==> src/rtl/core/tal_pkg.sv <==
// shared types, constants and command/status structs for the time-at-length lookup
package tal_pkg;

  // table geometry
  localparam int TABLE_DEPTH = 1024;
  localparam int IDX_W       = (TABLE_DEPTH > 1) ? $clog2(TABLE_DEPTH) : 1;
  localparam int CNT_W       = $clog2(TABLE_DEPTH + 1);
  localparam int DATA_W      = 32;

  // divider geometry
  localparam int DVD_W       = 2 * DATA_W;
  localparam int DIV_BITS    = 2;
  localparam int DIV_STEPS   = DVD_W / DIV_BITS;
  localparam int DIV_CNT_W   = $clog2(DIV_STEPS);

  // opcodes
  localparam logic OP_APPEND = 1'b0;
  localparam logic OP_QUERY  = 1'b1;

  // result status codes
  typedef enum logic [1:0] {
    ST_OK    = 2'd0,
    ST_SHORT = 2'd1,
    ST_FULL  = 2'd2
  } status_code_t;

  // table read address source
  typedef enum logic [1:0] {
    RD_LAST,
    RD_MID,
    RD_LO,
    RD_HI
  } rd_sel_t;

  // result source
  typedef enum logic [1:0] {
    RES_ZERO,
    RES_TLAST,
    RES_TA,
    RES_FIX
  } res_sel_t;

  // controller to datapath commands
  typedef struct packed {
    logic         load_in;
    logic         do_append;
    logic         rd_en;
    rd_sel_t      rd_sel;
    logic         init_search;
    logic         step_search;
    logic         cap_lo;
    logic         calc_diff;
    logic         div_start;
    logic         res_load;
    res_sel_t     res_sel;
    status_code_t status_code;
    logic         out_load;
  } cmd_t;

  // datapath to controller status
  typedef struct packed {
    logic op_query;
    logic table_full;
    logic under_two;
    logic len_nonpos;
    logic len_ge_rd;
    logic span_gt1;
    logic dy_zero;
    logic div_busy;
    logic out_free;
  } sts_t;

endpackage

==> src/rtl/core/tal_ctrl.sv <==
// controller: sequences append, search, interpolation and result hand-off
module tal_ctrl (
  input  logic           clk,
  input  logic           rst,
  input  logic           in_valid,
  output logic           in_stall,
  input  tal_pkg::sts_t  sts,
  output tal_pkg::cmd_t  cmd
);
  import tal_pkg::*;

  typedef enum logic [3:0] {
    S_IDLE,
    S_DISPATCH,
    S_LAST,
    S_SRCH,
    S_CMP,
    S_RDLO,
    S_RDHI,
    S_MUL,
    S_DIV,
    S_FIX,
    S_DONE
  } state_t;

  state_t state;

  // state register and transitions
  always_ff @(posedge clk) begin
    if (rst) begin
      state <= S_IDLE;
    end else begin
      unique case (state)
        S_IDLE: begin
          if (in_valid) state <= S_DISPATCH;
        end
        S_DISPATCH: begin
          if (!sts.op_query || sts.under_two || sts.len_nonpos) begin
            state <= S_DONE;
          end else begin
            state <= S_LAST;
          end
        end
        S_LAST: begin
          state <= sts.len_ge_rd ? S_DONE : S_SRCH;
        end
        S_SRCH: begin
          state <= sts.span_gt1 ? S_CMP : S_RDLO;
        end
        S_CMP:  state <= S_SRCH;
        S_RDLO: state <= S_RDHI;
        S_RDHI: begin
          state <= sts.dy_zero ? S_DONE : S_MUL;
        end
        S_MUL:  state <= S_DIV;
        S_DIV: begin
          if (!sts.div_busy) state <= S_FIX;
        end
        S_FIX:  state <= S_DONE;
        S_DONE: begin
          if (sts.out_free) state <= S_IDLE;
        end
        default: state <= S_IDLE;
      endcase
    end
  end

  assign in_stall = (state != S_IDLE);

  // command decode
  always_comb begin
    cmd             = '0;
    cmd.rd_sel      = RD_LAST;
    cmd.res_sel     = RES_ZERO;
    cmd.status_code = ST_OK;
    unique case (state)
      S_IDLE: begin
        cmd.load_in = in_valid;
      end
      S_DISPATCH: begin
        if (!sts.op_query) begin
          cmd.do_append   = 1'b1;
          cmd.res_load    = 1'b1;
          cmd.status_code = sts.table_full ? ST_FULL : ST_OK;
        end else if (sts.under_two) begin
          cmd.res_load    = 1'b1;
          cmd.status_code = ST_SHORT;
        end else if (sts.len_nonpos) begin
          cmd.res_load    = 1'b1;
        end else begin
          cmd.rd_en       = 1'b1;
          cmd.rd_sel      = RD_LAST;
        end
      end
      S_LAST: begin
        if (sts.len_ge_rd) begin
          cmd.res_load = 1'b1;
          cmd.res_sel  = RES_TLAST;
        end else begin
          cmd.init_search = 1'b1;
        end
      end
      S_SRCH: begin
        cmd.rd_en  = 1'b1;
        cmd.rd_sel = sts.span_gt1 ? RD_MID : RD_LO;
      end
      S_CMP: begin
        cmd.step_search = 1'b1;
      end
      S_RDLO: begin
        cmd.cap_lo = 1'b1;
        cmd.rd_en  = 1'b1;
        cmd.rd_sel = RD_HI;
      end
      S_RDHI: begin
        cmd.calc_diff = 1'b1;
        if (sts.dy_zero) begin
          cmd.res_load = 1'b1;
          cmd.res_sel  = RES_TA;
        end
      end
      S_MUL: begin
        cmd.div_start = 1'b1;
      end
      S_DIV: begin
      end
      S_FIX: begin
        cmd.res_load = 1'b1;
        cmd.res_sel  = RES_FIX;
      end
      S_DONE: begin
        cmd.out_load = sts.out_free;
      end
      default: begin
      end
    endcase
  end

endmodule

==> config.mk <==
export PLATFORM = sky130hd
export DESIGN_NAME = tal_ctrl
export DESIGN_NICKNAME = d
export VERILOG_FILES = /design/src/rtl/core/tal_pkg.sv /design/src/rtl/core/tal_ctrl.sv
export SDC_FILE = /design/constraint.sdc
export NUM_CORES = 1
export LEC_CHECK = 0
export BUFFER_PORTS_ARGS = -buffer_cell sky130_fd_sc_hd__buf_2
export CORE_MARGIN = 1
export CORE_UTILIZATION = 30
export DETAILED_ROUTE_END_ITERATION = 10
export PLACE_DENSITY_LB_ADDON = 0.12
export SYNTH_ARGS = -nofsm -noshare
export SYNTH_HDL_FRONTEND = slang
export SYNTH_SLANG_ARGS = --single-unit
==> constraint.sdc <==
create_clock -name clk -period 1.75 [get_ports clk]
set_input_delay 0.2625 -clock clk [delete_from_list [all_inputs] [get_ports clk]]
set_output_delay 0.2625 -clock clk [all_outputs]
set_load 0.01 [all_outputs]
==> metrics.md <==
| Metric | Value |
|---|---|
| Cell Area, Synth | 450 µm² |
| Synth cell types | 28 |
| GRT Resource Usage Total | 0.182 |
| P per Cell Area | 1410 mW/mm² |
| Vias in the first global route | 488 |
| CP arrival | 1440 ps |
| Yosys Warn Count | 0 |
| Worst reg2reg endpoint | state[0] |
| Setup Crit Path Kind | flop to output pin |
| Crit share post-route | 0.974 |
| Min Tclk post-route | 1710 ps |
| HP Start | rst |
| First-pass GRT wire length | 1990 µm |
| Routed wire length per instance | 11.5 µm |
| TritonCTS clock tree | yes |
| DRC viols | 0 |
| CP max FO | 9 |
| Final wirelength | 1290 µm |
| WHS Path Cells | 2 |
| Die Ht | 40.8 µm |
| Largest regs | state (4) |
| Nets | 112 |
| Synthesized instance count | 67 |
| P&R area growth vs syn | 46.9% |
| Final Hold Viols | 0 |
| IO Pins | 29 |
| Outcome | finished clean |
| Worst-path cell chain | buf_4, a32o_1, a221o_1, buf_2 |
| Initial Utilization | 0.334 |
| Nature of the critical path endpoint | output pin |
| Unrepaired setup endpoints after global routing | false |
| CTS buffer count | 3 |
| Via count | 593 |
| R2R cell count | 5 |
| Count of final setup violators | 0 |
| Critical Path Start Type | flop |
| Total of max-cap violations | 0 |
| Antenna viol nets, final | 0 |
| #FFs+latches synth | 4 |
| Worst vdd ir | 0.876 mV |
| DP HPWL | 1040 µm |
| Final RePlAce weighted congestion | 0.765 |
| # H-tree levels | 1 |
| Clk slew on worst S/H paths | 40 ps |
| R2R setup slack | 330 ps |
| Worst skew pair latency | 230 ps |
| Pwr Total | 0.933 mW |
| DR pass1 iterations | 4 |
| Slew headroom | 0.725 |
| Ant diodes | 0 |
| Root buffer cell | clkbuf_4 |
| Crit path max-delay family | compound AO/OA/AOI/OAI gates |
| Iter 0 DRT Violations | 10 |
| Post-CTS Setup Bufs | 0 |
| Row count | 13 |
| # port buffers | 28 |
| Leakage | 0.351 nW |
| Largest net degree at the start of global routing | 14 |
| Hold-fix buffers, CTS | 0 |
| Max Freq | 0.586 GHz |
| Most frequent cells in the layout | buf_2 (28), nor2_1 (12), buf_4 (6) |
| CP max-delay cell | dfxtp_4 |
| Slew Limit Fails | 0 |
| Number of flip-flops in the largest register | 4 |
| Syn Area/Cell | 6.72 µm² |
| Req. time, crit path | 1490 ps |
| Via/cell ratio | 5.25 |
| Die area | 0.00166 mm² |
| CP Buf/Inv Count | 2 |
| Hold endpoint | state[0] |
| R2R Path Start | state[0] |
| Sequential fraction of the synthesis area | 0.178 |
| Post-layout util | 0.490 |
| Post-Syn Nets | 79 |
| Die width | 40.8 µm |
| Final setup skew | 4.74 ps |
| Commonest non-fill, non-tap cell in the layout | buf_2 |
| CTS sink count | 4 |
| Max incr delay on CP | 370 ps |
| Setup TNS | 0 ps |
| Clk buf depth | 2 |
| HP Class | primary input to flop |
| Antenna violations before repair | 0 |
| Total gr overflow | 0 |
| Core area | 0.00135 mm² |
| Layout cell share with drive strength beyond 1 | 0.449 |
| Worst slew pin tran | 402 ps |
| Largest Register | state |
==> repair_timing <==
action / in CTS / in global routing
gates cloned: 0 / 0
pin swaps: 0 / 0
gates resized for setup: 4 / 3
setup endpoints to repair: 1 / 2
==> metrics by stage <==
stage / hold slack (ps) / instances / worst slack [ps] / cell area, µm²
after CTS: 232 / 113 / 14.4 / 656
after global placement: 489 / 110 / 192 / 621
final: 247 / 113 / 44.8 / 662
after detailed placement: 487 / 110 / 207 / 621
after floorplan: 339 / 67 / 143 / 450
after global routing: 256 / 113 / 1.29 / 662
==> cell families after synthesis <==
family,share of synthesized area
compound gates,0.267
simple gates,0.447
flops,0.178
buf+inv,0.0833
mux,0.0250
==> metal layers <==
metal,global-route usage,vias up,wire length [µm]
met1,0.224,269,607
met2,0.282,12,640
met5,0,-,0
met4,0.133,0,12
met3,0.0326,2,34
li1,-,310,-
==> report_power, final <==
part | total (mW) | internal (mW) | switching [mW]
logic | 0.614 | 0.289 | 0.324
clock network | 0.108 | 0.0762 | 0.0316
registers | 0.211 | 0.137 | 0.0746
==> worst max path at each step <==
stage / start / endpoint / slack, ps / depth (start not counted)
floorplan: state[1] / cmd[2] / 140 / 4
global placement: state[3] / cmd[5] / 190 / 4
detailed placement: state[0] / state[0] / 210 / 5
CTS: state[1] / cmd[5] / 10 / 4
global route: state[0] / cmd[5] / 1 / 4
finish: state[0] / cmd[5] / 40 / 4
==> Yosys cell counts (all sizes together) <==
library cell,number,area [µm²]
a21oi,5,25.0
nand2b,5,31.3
o21ba,1,10.0
nor2b,3,18.8
or3b,1,8.76
a221o,1,10.0
o221ai,1,8.76
nor2,12,45.0
buf,4,26.3
o31ai,1,7.51
nor3,5,25.0
clkbuf,2,7.51
and3,3,18.8
nor4,2,12.5
dfxtp,4,80.1
inv,1,3.75
a2111oi,1,8.76
a32o,1,10.0
nor4bb,1,16.3
mux2,1,11.3
a22oi,1,7.51
a221oi,1,8.76
nand2,5,18.8
and2,1,6.26
a21o,1,7.51
o21ai,2,10.0
a31oi,1,6.26
==> cell type report <==
type	count	area [µm²]
sequential	4	87.6
timing repair buffer	34	185
clock buffer	3	22.5
inverter	1	3.75
fill	148	688
multi-input combinational	56	344
tap	15	18.8
No activity file was read; power rests on OpenSTA's default activity.
